==> config.mk <==
export PLATFORM = sky130hd
export DESIGN_NAME = rtu_frame_receiver_unit
export DESIGN_NICKNAME = d
export VERILOG_FILES = /design/src/sv/rtufr_pkg.sv /design/src/sv/rtu_frame_receiver_unit.sv
export SDC_FILE = /design/constraint.sdc
export NUM_CORES = 2
export LEC_CHECK = 0
export ABC_CLOCK_PERIOD_IN_PS = 3700
export BUFFER_PORTS_ARGS = -buffer_cell sky130_fd_sc_hd__clkbuf_2
export CAP_MARGIN = 5
export CORE_ASPECT_RATIO = 0.6
export CORE_MARGIN = 2
export CORE_UTILIZATION = 27
export CTS_CLUSTER_DIAMETER = 80
export DETAILED_ROUTE_END_ITERATION = 10
export GPL_TIMING_DRIVEN = 0
export PLACE_DENSITY = 0.43
export SLEW_MARGIN = 30
export SYNTH_ARGS = -nofsm -noshare
export SYNTH_HDL_FRONTEND = slang
export SYNTH_SLANG_ARGS = --single-unit
export TNS_END_PERCENT = 30
==> constraint.sdc <==
create_clock -name clk -period 3.7 [get_ports clk]
set_input_delay 0.185 -clock clk [delete_from_list [all_inputs] [get_ports clk]]
set_output_delay 0.185 -clock clk [all_outputs]
set_load 0.005 [all_outputs]
==> src/sv/rtufr_pkg.sv <==
// ----------------------------------------------------------------------------
// rtufr_pkg
// Shared codes, constants and the CRC-16/MODBUS byte fold used by the RTU
// frame receiver.
// ----------------------------------------------------------------------------
package rtufr_pkg;

  // Input word kinds, carried on in_tuser.
  localparam logic [1:0] KIND_BYTE = 2'd0;
  localparam logic [1:0] KIND_TICK = 2'd1;
  localparam logic [1:0] KIND_READ = 2'd2;

  // Result status codes, carried on out_tuser.
  localparam logic [1:0] ST_READY    = 2'd0;
  localparam logic [1:0] ST_OVERFLOW = 2'd1;
  localparam logic [1:0] ST_SHORT    = 2'd2;
  localparam logic [1:0] ST_READ     = 2'd3;

  // CRC-16/MODBUS constants.
  localparam logic [15:0] CRC_INIT = 16'hFFFF;
  localparam logic [15:0] CRC_POLY = 16'hA001;

  // Reset value of the frame delay register, in ticks.
  localparam logic [15:0] FRAME_DELAY_RESET = 16'd1750;

  // Largest silence count; the counter saturates here.
  localparam logic [15:0] SILENCE_MAX = 16'hFFFF;

  typedef logic [15:0] crc_t;

  // Fold one byte into the running CRC, one polynomial step per bit.
  function automatic crc_t crc_fold(input crc_t crc_in, input logic [7:0] data);
    crc_t c;
    c = crc_in ^ {8'h00, data};
    for (int i = 0; i < 8; i++) begin
      if (c[0]) begin
        c = (c >> 1) ^ CRC_POLY;
      end else begin
        c = c >> 1;
      end
    end
    return c;
  endfunction

endpackage

==> src/sv/rtu_frame_receiver_unit.sv <==
// ----------------------------------------------------------------------------
// rtu_frame_receiver_unit
// Modbus RTU receive framer: stores frame bytes, tracks the CRC, closes
// frames on inter-byte silence and serves reads of the stored frame.
// ----------------------------------------------------------------------------
// The block takes one input word in every cycle, of any kind, as long as the
// result side keeps up. A word that gives a result (a frame close on a tick,
// or a read) passes to the middle stage, which waits on the registered read
// port of the frame store, and then to the output register, which shows it.
// Bytes and ticks that give no result only update state.
// The frame store has no reset; a new frame overwrites it from position
// zero, and reads at or beyond the current frame length return zero.
module rtu_frame_receiver_unit
  import rtufr_pkg::*;
#(
  parameter int BUFFER_BYTES = 256,
  parameter int HEADER_BYTES = 2
) (
  input  logic        clk,
  input  logic        rst_n,
  // Input words.
  input  logic        in_tvalid,
  output logic        in_tready,
  input  logic [15:0] in_tdata,   // [7:0] rx_byte, [15:8] read_index
  input  logic [1:0]  in_tuser,   // [1:0] kind
  // Result words.
  output logic        out_tvalid,
  input  logic        out_tready,
  output logic [23:0] out_tdata,  // [8:0] frame_length, [9] crc_ok,
                                  // [17:10] read_data, [23:18] zero
  output logic [1:0]  out_tuser,  // [1:0] status
  // Frame delay register write.
  input  logic        cfg_valid,
  output logic        cfg_ready,
  input  logic [15:0] cfg_data    // [15:0] frame delay in ticks
);

  localparam int AW = $clog2(BUFFER_BYTES);
  localparam int CW = $clog2(BUFFER_BYTES + 1);

  // Configuration register.
  logic [15:0] frame_delay_r;

  assign cfg_ready = 1'b1;

  always_ff @(posedge clk) begin
    if (!rst_n) begin
      frame_delay_r <= FRAME_DELAY_RESET;
    end else if (cfg_valid) begin
      frame_delay_r <= cfg_data;
    end
  end

  // Frame state.
  logic          receiving_r, receiving_nxt;
  logic [CW-1:0] byte_count_r, byte_count_nxt;
  logic          overflowed_r, overflowed_nxt;
  logic [15:0]   silence_r, silence_nxt;
  crc_t          crc_r, crc_nxt;

  // Frame store.
  logic [7:0]    store_mem [BUFFER_BYTES];
  logic [7:0]    store_q_r;
  logic          mem_we;
  logic [AW-1:0] mem_waddr;
  logic          mem_re;
  logic [AW-1:0] mem_raddr;

  // Middle stage, waiting on the store read data.
  logic        mid_vld_r, mid_vld_nxt;
  logic [1:0]  mid_status_r, mid_status_nxt;
  logic [8:0]  mid_len_r, mid_len_nxt;
  logic        mid_ok_r, mid_ok_nxt;
  logic        mid_hit_r, mid_hit_nxt;

  // Output register.
  logic        out_vld_r;
  logic [1:0]  out_status_r;
  logic [8:0]  out_len_r;
  logic        out_ok_r;
  logic [7:0]  out_data_r;

  logic        in_acc;
  logic        mid_adv;
  logic [1:0]  in_kind;
  logic [7:0]  in_rx;
  logic [7:0]  in_idx;
  logic [31:0] idx_ext;
  logic [31:0] cnt_ext;
  logic [CW-1:0] cnt_base;
  crc_t        crc_base;
  logic [15:0] silence_inc;
  logic        has_result;

  assign in_kind = in_tuser;
  assign in_rx   = in_tdata[7:0];
  assign in_idx  = in_tdata[15:8];
  assign idx_ext = {24'd0, in_idx};
  assign cnt_ext = 32'(byte_count_r);

  // The middle stage moves on when the output register is free or drained.
  assign mid_adv   = mid_vld_r && (!out_vld_r || out_tready);
  assign in_tready = !mid_vld_r || !out_vld_r || out_tready;
  assign in_acc    = in_tvalid && in_tready;

  // A byte opens a new frame when none is open.
  assign cnt_base    = receiving_r ? byte_count_r : '0;
  assign crc_base    = receiving_r ? crc_r : CRC_INIT;
  assign silence_inc = (silence_r == SILENCE_MAX) ? silence_r : silence_r + 16'd1;

  // Next state, store access and the result of the accepted word.
  always_comb begin
    receiving_nxt  = receiving_r;
    byte_count_nxt = byte_count_r;
    overflowed_nxt = overflowed_r;
    silence_nxt    = silence_r;
    crc_nxt        = crc_r;
    mem_we         = 1'b0;
    mem_waddr      = cnt_base[AW-1:0];
    mem_re         = 1'b0;
    mem_raddr      = idx_ext[AW-1:0];
    has_result     = 1'b0;
    mid_status_nxt = ST_READ;
    mid_len_nxt    = 9'd0;
    mid_ok_nxt     = 1'b0;
    mid_hit_nxt    = 1'b0;
    if (in_acc) begin
      unique case (in_kind)
        KIND_BYTE: begin
          receiving_nxt = 1'b1;
          if (32'(cnt_base) < 32'(BUFFER_BYTES)) begin
            mem_we         = 1'b1;
            byte_count_nxt = cnt_base + CW'(1);
          end else begin
            byte_count_nxt = cnt_base;
            overflowed_nxt = 1'b1;
          end
          crc_nxt     = crc_fold(crc_base, in_rx);
          silence_nxt = 16'd0;
        end
        KIND_TICK: begin
          if (receiving_r) begin
            silence_nxt = silence_inc;
            if (silence_inc >= frame_delay_r) begin
              receiving_nxt = 1'b0;
              silence_nxt   = 16'd0;
              has_result    = 1'b1;
              mid_len_nxt   = cnt_ext[8:0];
              priority if (overflowed_r) begin
                overflowed_nxt = 1'b0;
                mid_status_nxt = ST_OVERFLOW;
              end else if (cnt_ext < 32'(HEADER_BYTES + 2)) begin
                mid_status_nxt = ST_SHORT;
              end else begin
                mid_status_nxt = ST_READY;
                mid_ok_nxt     = (crc_r == 16'd0);
              end
            end
          end
        end
        KIND_READ: begin
          has_result     = 1'b1;
          mem_re         = 1'b1;
          mid_status_nxt = ST_READ;
          mid_hit_nxt    = (idx_ext < cnt_ext) && (idx_ext < 32'(BUFFER_BYTES));
        end
        default: begin
          // Unused kind: no effect.
        end
      endcase
    end
    mid_vld_nxt = (in_acc && has_result) || (mid_vld_r && !mid_adv);
  end

  // Frame state registers.
  always_ff @(posedge clk) begin
    if (!rst_n) begin
      receiving_r  <= 1'b0;
      byte_count_r <= '0;
      overflowed_r <= 1'b0;
      silence_r    <= 16'd0;
      crc_r        <= CRC_INIT;
    end else begin
      receiving_r  <= receiving_nxt;
      byte_count_r <= byte_count_nxt;
      overflowed_r <= overflowed_nxt;
      silence_r    <= silence_nxt;
      crc_r        <= crc_nxt;
    end
  end

  // Frame store: one write port, one registered read port.
  always_ff @(posedge clk) begin
    if (mem_we) begin
      store_mem[mem_waddr] <= in_rx;
    end
    if (mem_re) begin
      store_q_r <= store_mem[mem_raddr];
    end
  end

  // Middle stage.
  always_ff @(posedge clk) begin
    if (!rst_n) begin
      mid_vld_r <= 1'b0;
    end else begin
      mid_vld_r <= mid_vld_nxt;
    end
    if (in_acc && has_result) begin
      mid_status_r <= mid_status_nxt;
      mid_len_r    <= mid_len_nxt;
      mid_ok_r     <= mid_ok_nxt;
      mid_hit_r    <= mid_hit_nxt;
    end
  end

  // Output register.
  always_ff @(posedge clk) begin
    if (!rst_n) begin
      out_vld_r <= 1'b0;
    end else if (mid_adv) begin
      out_vld_r <= 1'b1;
    end else if (out_tready) begin
      out_vld_r <= 1'b0;
    end
    if (mid_adv) begin
      out_status_r <= mid_status_r;
      out_len_r    <= mid_len_r;
      out_ok_r     <= mid_ok_r;
      out_data_r   <= ((mid_status_r == ST_READ) && mid_hit_r) ? store_q_r : 8'd0;
    end
  end

  assign out_tvalid = out_vld_r;
  assign out_tuser  = out_status_r;
  assign out_tdata  = {6'd0, out_data_r, out_ok_r, out_len_r};

endmodule
==> results list <==
* Fin area: 99240 sq um
- Post-route DRC violation count: 0
- Number of cell instances on the worst register-to-register path: 8
- Result of the run: finished, violations left
- By area the synthesized netlist is led by sky130_fd_sc_hd__edfxtp_1 (75%), sky130_fd_sc_hd__mux4_2 (14%), sky130_fd_sc_hd__dfxtp_1 (1.5%).
- Vias in the first global route: 42300
- Worst-path clk slew: 0.07 ns
* Relative slew slack: 0.2407
- The number of different library cells used by synthesis comes to 59.
- Slew Viols, Final: 0
- For this design the top-level I/O count stands at 68.
- Area growth from synthesis to layout: 17.96%
- TritonCTS clock tree: yes
- Required time of the worst setup path: 4.22 ns
- The initial antenna violation count was 38.
* Weighted congestion reported at the end of routability-driven placement: 0.8570
- The later pin in the worst-skew pair is clocked with a latency of around 0.91 ns.
- The clock passes through at most 4 buffers.
* Type of destination of the critical path: register
* Synthesized area per cell: 20.68 sq um
* Category of the worst setup path launch point: register
- Measured on the finished design, the core utilization comes to 0.3208.
* Half-perimeter wire length of the detailed placement result: approximately 200000 um
* Gate count after technology mapping: 4069
- Library cell used as clock root buffer: sky130_fd_sc_hd__clkbuf_16
* Leading register cell type out of synthesis: sky130_fd_sc_hd__edfxtp_1
* Number of levels the H-tree was split into: 4
- Placement-stage worst setup slack: -1.535 ns
- The critical path is of the reg -> reg type.
- Fin crit share: 1.045
- Before antenna repair, the detailed router went through 5 iterations.
* WHS Path Cells: 5
* Iteration-0 DRC count of the detailed router: 6431
* Total wire length: 283100 um
- The die is about 440 um tall.
- Grt total ovfl: 0
- Cell area after synthesis: 84130 sq um
- Max-capacitance violation count: 0
- Floorplan core area: 309400 sq um
- The worst register-to-register path ends at store_mem[104][6].
- Across all layers, the routed design uses 44410 vias.
* Maximum clock frequency: 0.2587 GHz
* Number of sinks driven by the clock tree: 2150
- Routed vias/inst: 5.071
* Standby leakage power: 30.43 nW
- Of the cells placed in the final design, the portion with a size suffix greater than 1 is 0.2981.
- For the finished layout, the period the worst path requires is 3.865 ns.
* Commonest cells after routing, fill and taps aside: sky130_fd_sc_hd__edfxtp_1 (2089), sky130_fd_sc_hd__mux4_2 (525), sky130_fd_sc_hd__clkbuf_16 (210), sky130_fd_sc_hd__mux2i_1 (122), sky130_fd_sc_hd__nor2_4 (118)
- In the global route stage, overall resource usage came out at 0.1748.
- CP max FO: 10
* Die W: 724.6 um
* Final Hold Viols: 0
- Initial Util: 0.2719
- Violated checks: negative setup slack
- Entering global routing, the biggest net connects 99 pins.
- Final worst slack: -0.1652 ns
* CTS Buf Count: 207
- Post-DP Area: 90940 sq um
* Synthesis warning total: 0
- Global-route wire length before repair: 379500 um
- In this run the power density over the cells is 507.2 nW/um^2.
- Count of endpoints failing setup in the final report: 48
* Type of the worst min-delay path: in -> reg
- Setup repair after global routing could not meet its margin everywhere.
* Leading area contributor after synthesis: sky130_fd_sc_hd__edfxtp_1
* Leading cell type in the layout, fill and taps excluded: sky130_fd_sc_hd__edfxtp_1
- After synthesis the netlist holds a flip-flop and latch count of about 2200.
- DRT antenna net count: 0
- Routed length per instance: about 32 um
- WP data arrival: 4.39 ns
- Yosys mapped a number of flops with a built-in enable equal to 2089.
* Net total in the final layout: between 4000 and 5000
- Hold Startpoint: in_tdata[13]
- Sequential-to-total area share from yosys stat: 0.7601
- Total power: 50.33 mW
* Reg-to-reg setup timing slack: -0.17 ns
* Synth top area share: 0.7456
* Num rows: about 160
* Port-buffer cells: 58
* Final-layout fill cell count: 29520
- Across the VDD grid, the largest voltage drop is 0.4154 mV.
- The worst hold path terminates at mid_hit_r.
- R2r startpoint: mid_vld_r
- At the pin with the least slew margin, the transition time is 1.134 ns.
- On the final layout, the worst clock skew is 0.08846 ns.
* Proportion of register bits with asynchronous set or reset after synthesis: 0
- Area of the die: 316200 sq um
[kinds of logic after synthesis]
family                   after synthesis  share of synthesized area
buffers and inverters                279                    0.01676
XOR/XNOR                              38                   0.004283
other                                  2                 0.00008927
flip-flops                          2150                     0.7601
AO/OA/AOI/OAI                        335                    0.02781
multiplexers                         648                     0.1552
AND/OR/NAND/NOR                      586                    0.03111
adder cells (fa/ha/maj)               31                   0.004610
[cells in the mapped netlist (all sizes together), types with 3 or more instances]
cell and instances:
o211a 8, nand3b 6, a22o 28, xor2 14
inv 30, a21o 10, xnor2 22, a22oi 73
nand3 47, nand2b 9, nor3b 5, nor4 17
nand2 105, nor2 300, o21ai 27, o221ai 32
a221oi 8, edfxtp 2089, a211oi 18, dfxtp 61
and3 10, o211ai 16, ha 31, clkinv 3
and2 17, nor3 31, o22ai 16, buf 132
a21oi 71, clkbuf 114, a31oi 18, nand4 18
nor2b 12, and4 3, mux2i 122, mux4 525
o21bai 3
[layer usage]
layer  vias to the layer above  wire (um)  GRT usage
met5                         -         27   0.004357
li1                      17640          -          -
met1                     24360     142600     0.2896
met4                         4       5884    0.03377
met3                       313      27880    0.04916
met2                      2088     106700     0.2201
[how the worst max path moves through the flow]
stage / slack [ns] / endpoint / from / depth (start not counted)
after global routing: -0.21 / store_mem[104][1] / mid_vld_r / 8
final: -0.17 / store_mem[104][6] / mid_vld_r / 8
after global placement: -2.94 / crc_r[0] / in_tdata[3] / 7
after floorplan: 0.006 / mid_hit_r / silence_r[3] / 16
after CTS: -0.15 / store_mem[144][0] / byte_count_r[5] / 5
after detailed placement: -1.53 / store_mem[135][0] / receiving_r / 11
[flip-flops by register name, summed over array words and instances (netlist names), 2 cells and up]
register and count:
mid_status_r 2, store_mem 2048, silence_r 16, frame_delay_r 16
out_len_r 9, crc_r 16, mid_len_r 9, store_q_r 8
byte_count_r 9, out_tuser 2, out_data_r 8
[area by class of cell]
class                   instances  area [sq um]  area share
clock buffers                 251          5419     0.05461
inverters                      33         123.9    0.001248
diodes                          1         2.502  0.00002522
plain buffers                 243          1424     0.01435
multi-input cells            1646         20270      0.2043
repair buffers                162          1971     0.01986
flip-flops and latches       2150         63980      0.6447
well taps                    4160          5205     0.05245
clock inverters               111         835.8    0.008422
[worst max-delay path, cell delays in order (launching register included)]
cell and delay (ns):
sky130_fd_sc_hd__dfxtp_1 0.34, sky130_fd_sc_hd__nand3b_1 0.22, sky130_fd_sc_hd__nand2_1 0.26, sky130_fd_sc_hd__nor2_2 0.37, sky130_fd_sc_hd__nand3_1 0.19, sky130_fd_sc_hd__nor3_2 0.49
sky130_fd_sc_hd__nand2_2 0.56, sky130_fd_sc_hd__clkbuf_8 0.50, sky130_fd_sc_hd__nor2_2 0.54
[power breakdown]
part	switching (mW)	total [mW]	internal, mW
Sequential	0.0230	26.7	26.7
Clock	9.42	20.6	11.2
Combinational	2.00	2.98	0.979
[through the flow]
stage / setup TNS [ns] / hold slack, ns / cells
floorplan: 0 / 0.2839 / 4074
global placement: -6634.83 / 0.4093 / 8292
detailed placement: -1552.80 / 0.4054 / 8332
CTS: -7.732 / 0.007947 / 8747
global route: -14.62 / 0.07567 / 8756
finish: -2.842 / 0.06499 / 8757
[repair_timing]
| action | in CTS | in global routing |
|---|---|---|
| endpoints found under the hold margin | 490 | 0 |
| gates resized for setup | 294 | 69 |
| cloned | 1 | 0 |
| setup buffers | 3 | 9 |
| pin swaps | 3 | 18 |
| setup endpoints to repair | 1994 | 1374 |
| hold buffers | 50 | 0 |
Note: power is estimated with default switching activity, not from simulation.
